`config.mk`:
```
export PLATFORM = sky130hd
export DESIGN_NAME = ptc_regs
export DESIGN_NICKNAME = d
export VERILOG_FILES = /design/src/ptc_pkg.sv /design/src/ptc_regs.sv
export SDC_FILE = /design/constraint.sdc
export NUM_CORES = 1
export LEC_CHECK = 0
export BUFFER_PORTS_ARGS = -buffer_cell sky130_fd_sc_hd__buf_4
export CELL_PAD_IN_SITES_DETAIL_PLACEMENT = 1
export CELL_PAD_IN_SITES_GLOBAL_PLACEMENT = 1
export CORE_MARGIN = 1
export CORE_UTILIZATION = 41
export DETAILED_ROUTE_END_ITERATION = 8
export GPL_TIMING_DRIVEN = 0
export PLACE_DENSITY_LB_ADDON = 0.12
export SYNTH_ARGS = -nofsm -noshare
export SYNTH_HDL_FRONTEND = slang
export SYNTH_SLANG_ARGS = --single-unit
```
`constraint.sdc`:
```
create_clock -name clk -period 0.8 [get_ports clk]
set_input_delay 0.2 -clock clk [delete_from_list [all_inputs] [get_ports clk]]
set_output_delay 0.2 -clock clk [all_outputs]
set_load 0.01 [all_outputs]
```
`src/ptc_pkg.sv`:
```
// ptc_pkg: shared widths, register indexes, constants and the calibration word struct
// for the pressure/temperature compensation unit; no dependencies
`timescale 1ns / 1ps
`default_nettype none

package ptc_pkg;

	// field widths
	localparam int unsigned CAL_W     = 16;
	localparam int unsigned CFG_IDX_W = 3;
	localparam int unsigned RAW_W     = 24;
	localparam int unsigned PRESS_W   = 32;
	localparam int unsigned TEMP_W    = 19;

	// internal widths
	localparam int unsigned DT_W    = RAW_W + 1;      // raw temperature minus reference
	localparam int unsigned PROD_W  = DT_W + CAL_W + 1; // coefficient times dt
	localparam int unsigned DTEMP_W = 18;             // temp minus 2000
	localparam int unsigned SQ_W    = 35;             // squared temperature deviation
	localparam int unsigned CORR_W  = 38;             // second-order correction
	localparam int unsigned ACC_W   = 40;             // offset and sensitivity
	localparam int unsigned SPLIT_W = 20;             // low slice of sensitivity
	localparam int unsigned PD_W    = 43;             // d1*sens >>> 21

	// register indexes
	localparam logic [CFG_IDX_W-1:0] IDX_PRESSURE_SENSITIVITY  = 3'd0;
	localparam logic [CFG_IDX_W-1:0] IDX_PRESSURE_OFFSET       = 3'd1;
	localparam logic [CFG_IDX_W-1:0] IDX_SENSITIVITY_TEMP_COEF = 3'd2;
	localparam logic [CFG_IDX_W-1:0] IDX_OFFSET_TEMP_COEF      = 3'd3;
	localparam logic [CFG_IDX_W-1:0] IDX_REFERENCE_TEMPERATURE = 3'd4;
	localparam logic [CFG_IDX_W-1:0] IDX_TEMPERATURE_COEF      = 3'd5;

	// temperature thresholds, in 0.01 degC
	localparam logic signed [TEMP_W-1:0] TEMP_REF   = 19'sd2000;
	localparam logic signed [TEMP_W-1:0] TEMP_COLD  = -19'sd1500;
	// cold threshold relative to the reference point
	localparam logic signed [TEMP_W-1:0] COLD_DELTA = TEMP_COLD - TEMP_REF;

	typedef struct packed {
		logic [CAL_W-1:0] pressure_sensitivity;
		logic [CAL_W-1:0] pressure_offset;
		logic [CAL_W-1:0] sensitivity_temp_coef;
		logic [CAL_W-1:0] offset_temp_coef;
		logic [CAL_W-1:0] reference_temperature;
		logic [CAL_W-1:0] temperature_coef;
	} calib_t;

endpackage

`default_nettype wire

```
`src/ptc_regs.sv`:
```
// ptc_regs: calibration word register file written through the configuration channel
// depends on ptc_pkg
`timescale 1ns / 1ps
`default_nettype none

module ptc_regs (
	input  wire                              clk,
	input  wire                              arst_n,
	input  wire                              cfg_valid,
	output logic                             cfg_ready,
	input  wire  [ptc_pkg::CFG_IDX_W-1:0]    cfg_index,
	input  wire  [ptc_pkg::CAL_W-1:0]        cfg_data,
	output ptc_pkg::calib_t                  calib
);
	import ptc_pkg::*;

	calib_t calib_q;

	assign cfg_ready = 1'b1;
	assign calib     = calib_q;

	always_ff @(posedge clk or negedge arst_n) begin
		if (!arst_n) begin
			calib_q <= '0;
		end else if (cfg_valid && cfg_ready) begin
			case (cfg_index)
				IDX_PRESSURE_SENSITIVITY:  calib_q.pressure_sensitivity  <= cfg_data;
				IDX_PRESSURE_OFFSET:       calib_q.pressure_offset       <= cfg_data;
				IDX_SENSITIVITY_TEMP_COEF: calib_q.sensitivity_temp_coef <= cfg_data;
				IDX_OFFSET_TEMP_COEF:      calib_q.offset_temp_coef      <= cfg_data;
				IDX_REFERENCE_TEMPERATURE: calib_q.reference_temperature <= cfg_data;
				IDX_TEMPERATURE_COEF:      calib_q.temperature_coef      <= cfg_data;
				default: begin
					// unused index, write dropped
				end
			endcase
		end
	end

endmodule

`default_nettype wire

```
==> summary.json, run 1 <==
{
  "grt_worst_setup_endpoint": {"value": "calib[57]"},
  "netlist_instances": {"value": 210},
  "clock_tree.htree_level_count": {"value": 3},
  "synth-seq-cells": {"value": 96},
  "core.rowCount": {"value": 34},
  "synthesis.yosys.warnings": {"value": 0},
  "portBuffers": {"value": 116},
  "fp.dieH": {"value": 96.87, "unit": "um"},
  "cts.sink_count": {"value": 96},
  "syn-cell-area": {"value": 3690, "unit": "um2"},
  "outcome.stop_stage": {"value": "global routing (5_1_grt)"},
  "grt_start_max_net_pins": {"value": 97},
  "clockRootBuffer": {"value": "sky130_fd_sc_hd__clkbuf_8"},
  "ctsLongestPathBuffers": {"value": 2},
  "antenna_found_initial": {"value": 0},
  "pin_count": {"value": 119},
  "tritoncts.num_buffers": {"value": 9},
  "synth_sequential_area_ratio": {"value": 0.6511},
  "dp.cells": {"value": 434},
  "dpl.hpwl": {"value": 5.825, "unit": "mm"},
  "stop_error": {"value": "[ERROR DPL-0033] detailed placement checks failed during check placement."},
  "gp_routability_congestion": {"value": 0.7034},
  "synth.avg_cell_area": {"value": 17.57, "unit": "um2"},
  "dieWidth": {"value": 96.87, "unit": "um"},
  "initial_core_util": {"value": 0.4231},
  "ys_types": {"value": 12},
  "synthesis.nets": {"value": 232},
  "status": {"value": "did not finish"},
  "worstEpCategory": {"value": "primary output"}
}
==> logic make-up after synthesis <==
family,count (synthesis),synth area share
other,1,0.001016
buffers and inverters,11,0.03018
AND/OR/NAND/NOR,6,0.02475
flip-flops,96,0.6511
multiplexers,96,0.2930
==> synth_stat cells <==
library cell	n	area (um2)
sky130_fd_sc_hd__buf_6	7	78.83
sky130_fd_sc_hd__mux2_1	1	11.26
sky130_fd_sc_hd__and4bb_2	2	25.02
sky130_fd_sc_hd__conb_1	1	3.750
sky130_fd_sc_hd__mux2_2	95	1070
sky130_fd_sc_hd__and4bb_1	1	12.51
sky130_fd_sc_hd__buf_8	1	15.01
sky130_fd_sc_hd__nand4b_2	2	30.03
sky130_fd_sc_hd__buf_4	1	7.510
sky130_fd_sc_hd__dfrtp_1	96	2402
sky130_fd_sc_hd__buf_2	2	10.01
sky130_fd_sc_hd__nor4b_4	1	23.77
==> repair_timing <==
| item | CTS |
|---|---|
| gates resized for setup | 159 |
| buffers inserted | 62 |
| pin swaps | 4 |
| endpoints found under the hold margin | 96 |
| cloned | 5 |
| setup endpoints to repair | 288 |
==> through the flow <==
| step | utilization | setup WS, ns | area (um2) |
|---|---|---|---|
| detailed placement | 0.5614 | -0.9658 | 4896 |
| global placement | 0.5614 | -0.9470 | 4896 |
| floorplan | - | -0.5850 | 3890 |
| CTS | 0.7245 | -0.3319 | 6319 |
==> run 2: changes to the inputs <==
==> config.mk (replaced) <==
export PLATFORM = sky130hd
export DESIGN_NAME = ptc_regs
export DESIGN_NICKNAME = d
export VERILOG_FILES = /design/src/ptc_pkg.sv /design/src/ptc_regs.sv
export SDC_FILE = /design/constraint.sdc
export NUM_CORES = 1
export LEC_CHECK = 0
export BUFFER_PORTS_ARGS = -buffer_cell sky130_fd_sc_hd__buf_4
export CORE_MARGIN = 1
export CORE_UTILIZATION = 40
export DETAILED_ROUTE_END_ITERATION = 8
export GPL_TIMING_DRIVEN = 0
export PLACE_DENSITY_LB_ADDON = 0.15
export SYNTH_ARGS = -nofsm -noshare
export SYNTH_HDL_FRONTEND = slang
export SYNTH_SLANG_ARGS = --single-unit
==> summary.json, run 2 <==
{
  "cellPowerDensity": {"value": 2474, "unit": "nW/um2"},
  "drt-initial-drc-count": {"value": 65},
  "synth_top_area_frac": {"value": 0.6511, "change": "unchanged"},
  "pin_count": {"value": 119, "change": "unchanged"},
  "antenna_left": {"value": 0},
  "cp_cell_sequence": {"value": "buf_6"},
  "final_hold_violations": {"value": 96},
  "drt-wirelength-per-cell": {"value": 19.63, "unit": "um"},
  "final_std_cells_w_o_fill": {"value": 514},
  "die_area": {"value": 9613, "unit": "um2"},
  "leading_cell_types_in_the_layout_fill_and_taps_excluded": {"value": "sky130_fd_sc_hd__buf_6 (122), sky130_fd_sc_hd__dfrtp_1 (96), sky130_fd_sc_hd__mux2_4 (74), sky130_fd_sc_hd__buf_4 (50), sky130_fd_sc_hd__mux2_2 (22)"},
  "clock_tree.htree_level_count": {"value": 3, "change": "unchanged"},
  "dp.cells": {"value": 434, "change": "unchanged"},
  "reg2reg_from": {"value": "calib[78]"},
  "required_time_at_the_worst_slack_endpoint": {"value": 0.60, "unit": "ns"},
  "worstMarginPinSlew": {"value": 0.8653, "unit": "ns"},
  "synthMostInstantiatedCell": {"value": "sky130_fd_sc_hd__dfrtp_1", "change": "unchanged"},
  "tritoncts.num_buffers": {"value": 9, "change": "unchanged"},
  "p_sw_frac": {"value": 0.2869},
  "critical_path.top_delay_family": {"value": "flip-flops"},
  "rsz_0062_raised_after_global_routing": {"value": "yes"},
  "antenna_found_initial": {"value": 0},
  "hold_path_class": {"value": "in2async"},
  "post_synth_mux_area_share": {"value": 0.2930, "change": "unchanged"},
  "final.setup_skew": {"value": 0, "unit": "ns"},
  "slowest_cp_cell": {"value": "sky130_fd_sc_hd__dfrtp_1"},
  "critPathKind": {"value": "reg2out"},
  "ys_types": {"value": 12, "change": "unchanged"},
  "netlist.top_cell.by_area": {"value": "sky130_fd_sc_hd__dfrtp_1", "change": "unchanged"},
  "main_combinational_cell_family_by_area_after_synthesis": {"value": "multiplexers", "change": "unchanged"},
  "finalPower": {"value": 15590, "unit": "uW"},
  "synth-compound-area-share": {"value": 0, "change": "unchanged"},
  "basic_gate_share_of_the_synthesized_area_counting_and_or_nand_and_nor_cells": {"value": 0.02475, "change": "unchanged"},
  "path_clk_slew": {"value": 0.10, "unit": "ns"},
  "max_freq": {"value": 895.0, "unit": "MHz"},
  "clockRootBuffer": {"value": "sky130_fd_sc_hd__clkbuf_8", "change": "unchanged"},
  "drv.max_cap_violation_count": {"value": 0},
  "largest_register_ff_count": {"value": 96},
  "r2r_end": {"value": "calib[78]"},
  "cts.sink_count": {"value": 96, "change": "unchanged"},
  "total_leakage_power": {"value": 0.003084, "unit": "uW"},
  "finalWorstPathRequiredPeriod": {"value": 1.117, "unit": "ns"},
  "pwr-share-clk": {"value": 0.192},
  "syn-cell-area": {"value": 3690, "unit": "um2", "change": "unchanged"},
  "most_common_cell_after_layout_fill_and_taps_aside": {"value": "sky130_fd_sc_hd__buf_6"},
  "dpl.hpwl": {"value": 5.637, "unit": "mm", "change": "was 5.825 mm"},
  "setup_viol": {"value": 175},
  "core.rowCount": {"value": 34, "change": "unchanged"},
  "clk-insertion-delay-late": {"value": 0.35, "unit": "ns"},
  "setup_total_negative_slack": {"value": -38.14, "unit": "ns"},
  "cp-end-kind": {"value": "output port"},
  "coreArea": {"value": 8806, "unit": "um2"},
  "cp-endpoint": {"value": "calib[64]"},
  "detail_route.first_pass.iterations": {"value": 8},
  "yosys-top-cells-count": {"value": "sky130_fd_sc_hd__dfrtp_1 (96), sky130_fd_sc_hd__mux2_2 (95), sky130_fd_sc_hd__buf_6 (7)", "change": "unchanged"},
  "net_count_of_the_finished_layout": {"value": 423},
  "vias_per_cell": {"value": 4.848},
  "gp_routability_congestion": {"value": 0.6986, "change": "was 0.7034"},
  "portBuffers": {"value": 116, "change": "unchanged"},
  "drive_gt1_frac": {"value": 0.7586},
  "ys_async_sr_fraction": {"value": 1.000, "change": "unchanged"},
  "synth_edf_count": {"value": 0, "change": "unchanged"},
  "synthesis.yosys.warnings": {"value": 0, "change": "unchanged"},
  "worst_setup_margin": {"value": -0.3173, "unit": "ns"},
  "worst_setup_path_start_kind": {"value": "flop"},
  "cp.arrival": {"value": 0.92, "unit": "ns"},
  "critPathLaunch": {"value": "calib[64]"},
  "final.period_utilization": {"value": 1.397},
  "relSlewSlack": {"value": 0.4231},
  "synth.avg_cell_area": {"value": 17.57, "unit": "um2", "change": "unchanged"},
  "post_synth_xor_area_fraction": {"value": 0, "change": "unchanged"},
  "synth_fa_ha_area_frac": {"value": 0, "change": "unchanged"},
  "synth_sequential_area_ratio": {"value": 0.6511, "change": "unchanged"},
  "fp.dieH": {"value": 98.05, "unit": "um", "change": "was 96.87 um"},
  "crit_fanout": {"value": 2},
  "detailroute.via_count": {"value": 2492},
  "final-max-slew-violation-count": {"value": 0},
  "power.internal": {"value": 11120, "unit": "uW"},
  "route.detailed.drc": {"value": 10},
  "insertedDiodeCount": {"value": 0},
  "synthToLayoutAreaGrowth": {"value": 70.80, "unit": "%"},
  "cts_tree": {"value": "built"},
  "p_switching": {"value": 4473, "unit": "uW"},
  "grt_usage": {"value": 0.2130},
  "critPathBufInv": {"value": 1},
  "dieWidth": {"value": 98.05, "unit": "um", "change": "was 96.87 um"},
  "drt-total-wl": {"value": 10.09, "unit": "mm"},
  "smallest_hold_slack": {"value": -0.09962, "unit": "ns"},
  "grt_overflow_total": {"value": 0},
  "share_seq_of_total_power": {"value": 0.435},
  "ir_drop": {"value": 1.083, "unit": "mV"},
  "status": {"value": "complete, but fails checks", "change": "was did not finish"},
  "grt_pass1_wl": {"value": 15.28, "unit": "mm"},
  "ctsLongestPathBuffers": {"value": 2, "change": "unchanged"},
  "via_count_of_the_first_global_routing_pass": {"value": 2605},
  "worstSetupPathDepth": {"value": 1},
  "synth-seq-cells": {"value": 96, "change": "unchanged"},
  "synth-main-ff-cell": {"value": "sky130_fd_sc_hd__dfrtp_1", "change": "unchanged"},
  "synthesis.nets": {"value": 232, "change": "unchanged"},
  "initial_core_util": {"value": 0.4190, "change": "was 0.4231"},
  "netlist_instances": {"value": 210, "change": "unchanged"},
  "timing.reg2reg.setup_slack": {"value": -0.15, "unit": "ns"},
  "netlist_top_cells_area": {"value": "sky130_fd_sc_hd__dfrtp_1 (65%), sky130_fd_sc_hd__mux2_2 (29%), sky130_fd_sc_hd__buf_6 (2.1%)", "change": "unchanged"},
  "worstRegToRegCells": {"value": 2},
  "grt_start_max_net_pins": {"value": 97},
  "comb_power_share": {"value": 0.373},
  "critical-path-max-stage-delay": {"value": 0.42, "unit": "ns"},
  "violated_checks": {"value": "design-rule violations, negative hold slack, negative setup slack"}
}
## run 2: layout make-up
cell class                 count  area [um2]
buffer                        10       158.9
timing repair buffer         181        1956
tap                          108       135.1
sequential                    96        2402
clock buffer                   9       123.9
multi-input combinational    103        1471
fill                         583        2504
clock inverter                 7       55.05
## run 2: power by group through the flow
stage / logic (uW) / clock network, uW / registers (uW)
5_1_grt: 6130 / 3300 / 6880
3_5_place_dp: 4030 / 0 / 6620
4_1_cts: 5490 / 3040 / 6720
2_1_floorplan: 1350 / 0 / 7050
6_report: 5820 / 2990 / 6780
3_3_place_gp: 3970 / 0 / 6600
## run 2: repair_timing
action                                  CTS  global route
gates cloned                              5             0
endpoints found under the hold margin    96            46
endpoints found under the setup margin  279           176
buffers inserted                         47            25
pin swaps                                 2             3
gates resized for setup                 157            23
## run 2: logic make-up after synthesis
logic type,Yosys count
mux,96
flops,96
buf+inv,11
simple gates,6
other cells,1
## run 2: worst min-delay path by stage
stage | startpoint | endpoint | cells after the start
2_1_floorplan | arst_n | calib[0] | 0
3_3_place_gp | cfg_data[5] | calib[21] | 2
3_5_place_dp | cfg_data[7] | calib[23] | 2
4_1_cts | arst_n | calib[77] | 1
5_1_grt | arst_n | calib[13] | 1
6_report | arst_n | calib[77] | 1
## run 2: metal layers
metal	share of wire	vias up	global-route usage
li1	-	1123	-
met1	0.45	1294	0.2899
met2	0.50	69	0.3424
met3	0.044	6	0.04438
met4	0.0071	0	0.06760
met5	0	-	0
## run 2: stage by stage
step | instance area (um2) | util | setup slack (ns)
finish | 6302 | 0.7157 | -0.3173
global route | 6302 | 0.7157 | -0.3555
CTS | 6160 | 0.6995 | -0.3201
detailed placement | 4896 | 0.5560 | -0.9605
floorplan | 3890 | - | -0.5850
global placement | 4896 | 0.5560 | -0.9241
(Power assumes the default switching activity.)
